`config.mk`:
```
export PLATFORM = sky130hd
export DESIGN_NAME = imhrq_ctrl
export DESIGN_NICKNAME = d
export VERILOG_FILES = /design/src/rtl/indexed_min_heap_run_queue_core_assert.svh /design/src/rtl/imhrq_pkg.sv /design/src/rtl/imhrq_ctrl.sv
export SDC_FILE = /design/constraint.sdc
export NUM_CORES = 1
export LEC_CHECK = 0
export BUFFER_PORTS_ARGS = -buffer_cell sky130_fd_sc_hd__buf_2
export CAP_MARGIN = 20
export CELL_PAD_IN_SITES_DETAIL_PLACEMENT = 1
export CELL_PAD_IN_SITES_GLOBAL_PLACEMENT = 1
export CORE_MARGIN = 5
export CORE_UTILIZATION = 41
export CTS_BUF_LIST = sky130_fd_sc_hd__clkbuf_2 sky130_fd_sc_hd__clkbuf_4 sky130_fd_sc_hd__clkbuf_8
export CTS_CLUSTER_DIAMETER = 80
export DETAILED_ROUTE_END_ITERATION = 7
export PLACE_DENSITY_LB_ADDON = 0.1
export REMOVE_ABC_BUFFERS = 1
export SETUP_SLACK_MARGIN = 0.1
export SYNTH_ARGS = -nofsm -noshare
export SYNTH_HDL_FRONTEND = slang
export SYNTH_SLANG_ARGS = --single-unit
```
`constraint.sdc`:
```
create_clock -name clk_i -period 2.3 [get_ports clk_i]
set_input_delay 0.23 -clock clk_i [delete_from_list [all_inputs] [get_ports clk_i]]
set_output_delay 0.23 -clock clk_i [all_outputs]
set_load 0.02 [all_outputs]
```
`src/rtl/indexed_min_heap_run_queue_core_assert.svh`:
```
// Assertion macros for the indexed min-heap run queue.
// Used by the datapath; needs clk_i and rst_ni in the scope that uses them.
`ifndef INDEXED_MIN_HEAP_RUN_QUEUE_CORE_ASSERT_SVH
`define INDEXED_MIN_HEAP_RUN_QUEUE_CORE_ASSERT_SVH
`ifndef SYNTHESIS
`define IMHRQ_ASSERT_IMPL(lbl, ante, cons, msg) \
  lbl: assert property (@(posedge clk_i) disable iff (!rst_ni) (ante) |-> (cons)) \
    else $error(msg);
`define IMHRQ_ASSERT_NEXT(lbl, ante, cons, msg) \
  lbl: assert property (@(posedge clk_i) disable iff (!rst_ni) (ante) |=> (cons)) \
    else $error(msg);
`else
`define IMHRQ_ASSERT_IMPL(lbl, ante, cons, msg)
`define IMHRQ_ASSERT_NEXT(lbl, ante, cons, msg)
`endif
`endif

```
`src/rtl/imhrq_pkg.sv`:
```
// Shared types and constants of the indexed min-heap run queue.
// No dependencies.
package imhrq_pkg;

  localparam int unsigned NUM_HANDLES = 64;
  localparam int unsigned HANDLE_W    = 6;
  localparam int unsigned KEY_W       = 48;
  localparam int unsigned FUNC_W      = 2;
  localparam int unsigned STATUS_W    = 3;
  localparam int unsigned COUNT_W     = 7;

  typedef enum logic [FUNC_W-1:0] {
    FN_INSERT = 2'd0,
    FN_POP    = 2'd1,
    FN_REMOVE = 2'd2,
    FN_REKEY  = 2'd3
  } func_e;

  typedef enum logic [STATUS_W-1:0] {
    ST_OK         = 3'd0,
    ST_FULL       = 3'd1,
    ST_EMPTY      = 3'd2,
    ST_NOT_QUEUED = 3'd3,
    ST_ALREADY    = 3'd4,
    ST_NO_WORK    = 3'd5
  } status_e;

  // Commands from the controller to the datapath.
  typedef struct packed {
    logic latch_in;
    logic decode;
    logic take_key;
    logic take;
    logic rd_parent;
    logic rd_parent_key;
    logic up_swap;
    logic rd_children;
    logic rd_child_keys;
    logic down_swap;
    logic place;
    logic rd_root;
    logic rd_root_key;
    logic emit;
  } cmd_t;

  // Status from the datapath to the controller.
  typedef struct packed {
    logic  dec_err;
    func_e func;
    logic  pos_root;
    logic  parent_gt;
    logic  left_ok;
    logic  down_go;
    logic  take_last;
    logic  cnt_zero;
    logic  out_free;
  } sts_t;

endpackage

```
`src/rtl/imhrq_ctrl.sv`:
```
// Controller state machine of the run queue: sequences decode, removal and sifts.
// Depends on imhrq_pkg for the command and status structs.
module imhrq_ctrl (
  input  logic              clk_i,
  input  logic              rst_ni,
  input  logic              req_valid_i,
  output logic              req_ready_o,
  input  imhrq_pkg::sts_t   sts_i,
  output imhrq_pkg::cmd_t   cmd_o
);

  typedef enum logic [12:0] {
    S_IDLE   = 13'b0000000000001,
    S_DECODE = 13'b0000000000010,
    S_LOADK  = 13'b0000000000100,
    S_TAKE   = 13'b0000000001000,
    S_SET    = 13'b0000000010000,
    S_PH     = 13'b0000000100000,
    S_PK     = 13'b0000001000000,
    S_CH     = 13'b0000010000000,
    S_CK     = 13'b0000100000000,
    S_PLACE  = 13'b0001000000000,
    S_ROOT   = 13'b0010000000000,
    S_RKEY   = 13'b0100000000000,
    S_FIN    = 13'b1000000000000
  } state_e;

  // First check looks at the parent, then settles on a direction.
  typedef enum logic [1:0] {
    MD_FIRST = 2'd0,
    MD_UP    = 2'd1,
    MD_DOWN  = 2'd2
  } mode_e;

  state_e state_q, state_d;
  mode_e  mode_q, mode_d;

  assign req_ready_o = (state_q == S_IDLE);

  // Next state and commands.
  always_comb begin
    state_d = state_q;
    mode_d  = mode_q;
    cmd_o   = '0;
    case (state_q)
      S_IDLE: begin
        if (req_valid_i) begin
          cmd_o.latch_in = 1'b1;
          state_d        = S_DECODE;
        end
      end
      S_DECODE: begin
        cmd_o.decode = 1'b1;
        mode_d       = MD_FIRST;
        if (sts_i.dec_err) begin
          state_d = S_ROOT;
        end else begin
          case (sts_i.func)
            imhrq_pkg::FN_INSERT, imhrq_pkg::FN_REKEY: state_d = S_SET;
            imhrq_pkg::FN_POP, imhrq_pkg::FN_REMOVE:   state_d = S_LOADK;
            default:                                   state_d = S_ROOT;
          endcase
        end
      end
      S_LOADK: begin
        cmd_o.take_key = 1'b1;
        state_d        = S_TAKE;
      end
      S_TAKE: begin
        cmd_o.take = 1'b1;
        mode_d     = MD_FIRST;
        state_d    = sts_i.take_last ? S_ROOT : S_SET;
      end
      S_SET: begin
        if (mode_q == MD_DOWN) begin
          if (sts_i.left_ok) begin
            cmd_o.rd_children = 1'b1;
            state_d           = S_CH;
          end else begin
            state_d = S_PLACE;
          end
        end else if (!sts_i.pos_root) begin
          cmd_o.rd_parent = 1'b1;
          state_d         = S_PH;
        end else if (mode_q == MD_FIRST) begin
          mode_d = MD_DOWN;
        end else begin
          state_d = S_PLACE;
        end
      end
      S_PH: begin
        cmd_o.rd_parent_key = 1'b1;
        state_d             = S_PK;
      end
      S_PK: begin
        if (sts_i.parent_gt) begin
          cmd_o.up_swap = 1'b1;
          mode_d        = MD_UP;
          state_d       = S_SET;
        end else if (mode_q == MD_FIRST) begin
          mode_d  = MD_DOWN;
          state_d = S_SET;
        end else begin
          state_d = S_PLACE;
        end
      end
      S_CH: begin
        cmd_o.rd_child_keys = 1'b1;
        state_d             = S_CK;
      end
      S_CK: begin
        if (sts_i.down_go) begin
          cmd_o.down_swap = 1'b1;
          state_d         = S_SET;
        end else begin
          state_d = S_PLACE;
        end
      end
      S_PLACE: begin
        cmd_o.place = 1'b1;
        state_d     = S_ROOT;
      end
      S_ROOT: begin
        if (sts_i.cnt_zero) begin
          state_d = S_FIN;
        end else begin
          cmd_o.rd_root = 1'b1;
          state_d       = S_RKEY;
        end
      end
      S_RKEY: begin
        cmd_o.rd_root_key = 1'b1;
        state_d           = S_FIN;
      end
      S_FIN: begin
        if (sts_i.out_free) begin
          cmd_o.emit = 1'b1;
          state_d    = S_IDLE;
        end
      end
      default: begin
        state_d = S_IDLE;
      end
    endcase
  end

  // State registers.
  always_ff @(posedge clk_i or negedge rst_ni) begin
    if (!rst_ni) begin
      state_q <= S_IDLE;
      mode_q  <= MD_FIRST;
    end else begin
      state_q <= state_d;
      mode_q  <= mode_d;
    end
  end

endmodule

```
Word-level counts from Yosys, hierarchy flattened
Index checks and enable logic that the tools add are counted.
{"block": "classes", "reduce_logical": 8, "eq_ne": 22, "mux": 42}
{"op": "$pmux W13 S13", "count": 1}
{"op": "$mux W13", "count": 8}
{"op": "$mux W10", "count": 3}
{"op": "$pmux W13 S2", "count": 1}
{"op": "$mux W1", "count": 23}
{"op": "$eq A13 B1 Y1 const B", "count": 1}
{"op": "$eq A13 B10 Y1 const B", "count": 1}
{"op": "$eq A13 B11 Y1 const B", "count": 1}
{"op": "$eq A13 B12 Y1 const B", "count": 1}
{"op": "$eq A13 B13 Y1 const B", "count": 1}
{"op": "$eq A13 B2 Y1 const B", "count": 1}
{"op": "$eq A13 B3 Y1 const B", "count": 1}
{"op": "$eq A13 B4 Y1 const B", "count": 1}
{"op": "$eq A13 B5 Y1 const B", "count": 1}
{"op": "$eq A13 B6 Y1 const B", "count": 1}
{"op": "$eq A13 B7 Y1 const B", "count": 1}
{"op": "$eq A13 B8 Y1 const B", "count": 1}
{"op": "$eq A13 B9 Y1 const B", "count": 1}
{"op": "$mux W11", "count": 1}
{"op": "$mux W2", "count": 4}
{"op": "$ne A2 B2 Y1 const B", "count": 4}
{"op": "$eq A2 B2 Y1 const B", "count": 3}
{"op": "$pmux W2 S3", "count": 1}
{"op": "$reduce_and A3 Y1", "count": 2}
{"op": "5 further kinds", "count": 8}
{"block": "word_totals", "output_inout_bits": 15, "elab_cells": 74, "inputBits": 13, "ff_bits": 15}

Logic depth before layout (Yosys ltp)
{"block": "depth", "depth_word": 5, "mapped_depth": 5, "depth_no_buf": 4}

Worst setup path before layout
No wires, ideal clock.
{"block": "synth_timing", "path_type": "flip-flop to output port", "from": "reg state_q[0]", "to": "out cmd_o[5] (netlist name)", "slack_ns": 0.269, "arrival_ns": 1.801, "path_stages_with_launch": 5, "path_cell_list": "dfstp_2 > buf_2 > nor4_4 > nand3_1 > nor4_1"}
{"element": "from (decl)", "line_no": "imhrq_ctrl.sv:35", "source": "state_e state_q, state_d;"}
{"element": "from (signal assigned)", "line_no": "imhrq_ctrl.sv:153", "source": "state_q <= state_d;"}
{"element": "to (decl)", "line_no": "imhrq_ctrl.sv:9", "source": "output imhrq_pkg::cmd_t cmd_o"}

==> summary.md <==
| Metric | Value |
|---|---|
| CTS tree | `built` |
| Clock Power Share | `between 10% and 20%` |
| Critical path's slowest cell | `dfrtp_2` |
| Hold/Removal Path Class | `primary input to flip-flop` |
| CP cell instances | `nor4_4, buf_6, nand4_4, nor3b_2, and2_1, buf_2` |
| Post-synthesis mux area share | `less than 1%` |
| DR WL/cell | `19.25 µm` |
| Syn Area/Cell | `9.216 µm²` |
| Mapped Cells | `123` |
| Peak VDD IR | `0.4889 mV` |
| Adder-Cell Fraction of Synth Area | `0%` |
| # diodes | `0` |
| Most frequent cells in the layout | `buf_2, buf_4, nor2_1, dfrtp_1` |
| WP data arrival | `1.95 ns` |
| Final Max Tran Viols | `0` |
| Final Instance Area | `1483 µm²` |
| Area grow syn2layout | `30.79%` |
| # clock sinks | `15` |
| Crit-path max FO | `6` |
| Final std cells w/o fill | `195` |
| Largest family of logic cells by synthesized area | `simple AND/OR/NAND/NOR gates` |
| Sw power | `534.4 µW` |
| Number of synthesized register bits | `15` |
| Final Cycle Share | `94.98%` |
| Post-Synth Simple-Gate Area | `44.48%` |
| Leakage | `between 0.0006 and 0.0007 µW` |
| Core Rows | `19` |
| MaxCap Viol Count | `0` |
| Die footprint | `3916 µm²` |
| Routability congestion estimate | `0.8598` |
| Drt total wl | `about 3800 µm` |
| Synth Cell Area | `roughly 1100 µm²` |
| Pwr dens | `803.9 nW/µm²` |
| Outcome | `finished, final reports clean` |
| Congestion Overflow GR | `0` |
| Drt pass-1 iters | `4` |
| Worst path required time | `just over 2 ns` |
| GRT Overall Usage | `approximately 20%` |
| Clock Latency Late Sink | `0.30 ns` |
| Compound-cell area share of the yosys netlist | `approximately an eighth` |
| Clock Path Buffers | `2` |
| Commonest non-fill, non-tap cell in the layout | `buf_2` |
| Final Power | `1192 µW` |
| CP Capture Type | `primary output` |
| Worst-Margin Slew | `0.5488 ns` |
| Via Count | `1167` |
| Fillers | `330` |
| Most area-hungry cell type in the Yosys netlist | `dfrtp_1` |
| Setup TNS | `0 ns` |
| Global-route wire length before repair | `6182 µm` |
| Share of layout cells above drive strength 1 | `40.85%` |
| Largest net degree at the start of global routing | `16` |
| Die Wd | `roughly 63 µm` |
| DRC viols | `0` |
| Gate power share | `roughly 54%` |
| Via count of the first global-routing pass | `1203` |
| ANT nets after route | `0` |
| Crit-path max cell delay | `0.45 ns` |
| F_max | `457.8 MHz` |
| Cts bufs inserted | `3` |
| Root Buffer | `clkbuf_4` |
| Crit path time final | `2.184 ns` |
| H-tree levels | `1` |
| Initial antenna violation count | `0` |
| Post-Place Cells | `174` |
| Placed Instance Area | `about 1300 µm²` |
| Final Skew | `0.003693 ns` |
| CORE AREA | `2710 µm²` |
| Initial core utilization | `41.83%` |
| IO Port Bufs | `27` |
| Synth top area share | `30.91%` |
| Hold Vio Cnt, Final | `0` |
| Seq/Total Area, Yosys | `between 30% and 40%` |
| Internal | `657.5 µW` |
| Unrepaired setup endpoints after global routing | `yes` |
| Final HPWL DP | `2580 µm` |
| DR vias/cell | `5.985` |
| Rel. slew slack | `between 60% and 70%` |
| Final #Nets | `178` |
| Part of the power in registers | `about a third` |
| Crit Path Category | `flip-flop to primary output` |
| Chip Height | `roughly 63 µm` |
| DRT iter0 DRCs | `59` |
| Final count of negative-setup-slack endpoints | `0` |
| Post-synthesis cell type count | `44` |
| Num ports | `28` |
| Synth top area cells | `dfrtp_1, nor4b_1, nor4_4` |
| XOR/XNOR Fraction of Synth Area | `around 3.1%` |
| Switching share of power | `around 45%` |
| Reg clk slew, reported paths | `between 0.1 and 0.15 ns` |
| Synth warn | `0` |
| Worst Setup Start Kind | `flip-flop` |
[synthesized netlist by cell type, drive strengths merged]
cell type	instances
nand2	6
o22a	1
o31ai	1
o311ai	1
dfrtp	14
or2b	1
or4	1
a221o	1
o22ai	1
o32ai	2
xnor2	2
nor4	7
a211oi	4
nor2b	5
a2111oi	1
dfstp	1
and3b	1
nor3	5
a21oi	3
buf	7
nor4b	8
and3	2
nand4b	1
a2bb2oi	2
nand2b	2
inv	5
or4b	1
clkbuf	1
o211ai	1
xor2	2
mux2i	1
o21ai	1
nand3	2
nor3b	7
nand4	6
and2	3
and4	2
nor2	11
[state kept, by name, summed over array words and instances (netlist names)]
name     cells
state_q     13
mode_q       2
[logic make-up after synthesis]
logic type	count (synthesis)
AND/OR/NAND/NOR	71
XOR/XNOR	4
buffers and inverters	13
flip-flops	15
multiplexers	1
AO/OA/AOI/OAI	19
[power by group through the flow]
| stage | Combinational [µW] | Clock [µW] | Sequential (µW) |
|---|---|---|---|
| final | 646 | 171 | 375 |
| after CTS | 561 | 171 | 379 |
| after floorplan | 384 | 0 | 366 |
| after global routing | 715 | 185 | 383 |
| after global placement | 510 | 0 | 377 |
| after detailed placement | 524 | 0 | 383 |
[metal layers]
| metal | track usage [%] | wire length (µm) | share of wire (%) |
|---|---|---|---|
| met1 | 23.87 | 1647 | 44 |
| met2 | 34.20 | 1883 | 50 |
| met3 | 4.137 | 149 | 4.0 |
| met4 | 11.67 | 72 | 1.9 |
| met5 | 0 | 0 | 0 |
[worst max-delay path, delay by kind of cell (launching register included)]
| kind | cells | cell delay (ns) |
|---|---|---|
| and+or+nand+nor | 4 | 0.86 |
| DFF | 1 | 0.45 |
| buffers and inverters | 2 | 0.33 |
[repair_timing]
item | in CTS | in global routing
endpoints found under the hold margin | 14 | 0
hold buffers | 1 | 0
setup buffers | 6 | 10
endpoints found under the setup margin | 9 | 13
pin swaps | 4 | 2
gates resized for setup | 5 | 9
[final timing paths]
kind	cells past startpoint	slack, ns	start	to
worst min register to register	1	0.59	mode_q[1]	mode_q[1]
min in group asynchronous	2	0.36	rst_ni	state_q[6]
worst max register to register	5	0.43	state_q[1]	state_q[0]
worst min-delay path	2	0.10	sts_i[9]	state_q[2]
max in group asynchronous	2	1.62	rst_ni	state_q[0]
worst max-delay path	6	0.12	state_q[5]	cmd_o[13]
[layout make-up]
class / count / area (µm²) / share of cell area [%]
multi-input cells: 95 / 738.2 / 49.79
clock buffers: 3 / 22.52 / 1.519
inverters: 5 / 18.77 / 1.266
clock inverters: 1 / 5.005 / 0.3376
repair buffers: 45 / 276.5 / 18.65
flip-flops and latches: 15 / 382.9 / 25.82
well taps: 31 / 38.79 / 2.616
[stage by stage]
stage                     setup WS, ns  util (%)  hold WS (ns)
final                           0.1155     54.71        0.1008
after global routing         -0.001285     54.71        0.1036
after CTS                       0.1323     50.42        0.1067
after detailed placement        0.2857     46.81        0.1702
after global placement          0.3685     46.81        0.1649
after floorplan                 0.2884         -      -0.06559
(Power assumes the default switching activity.)
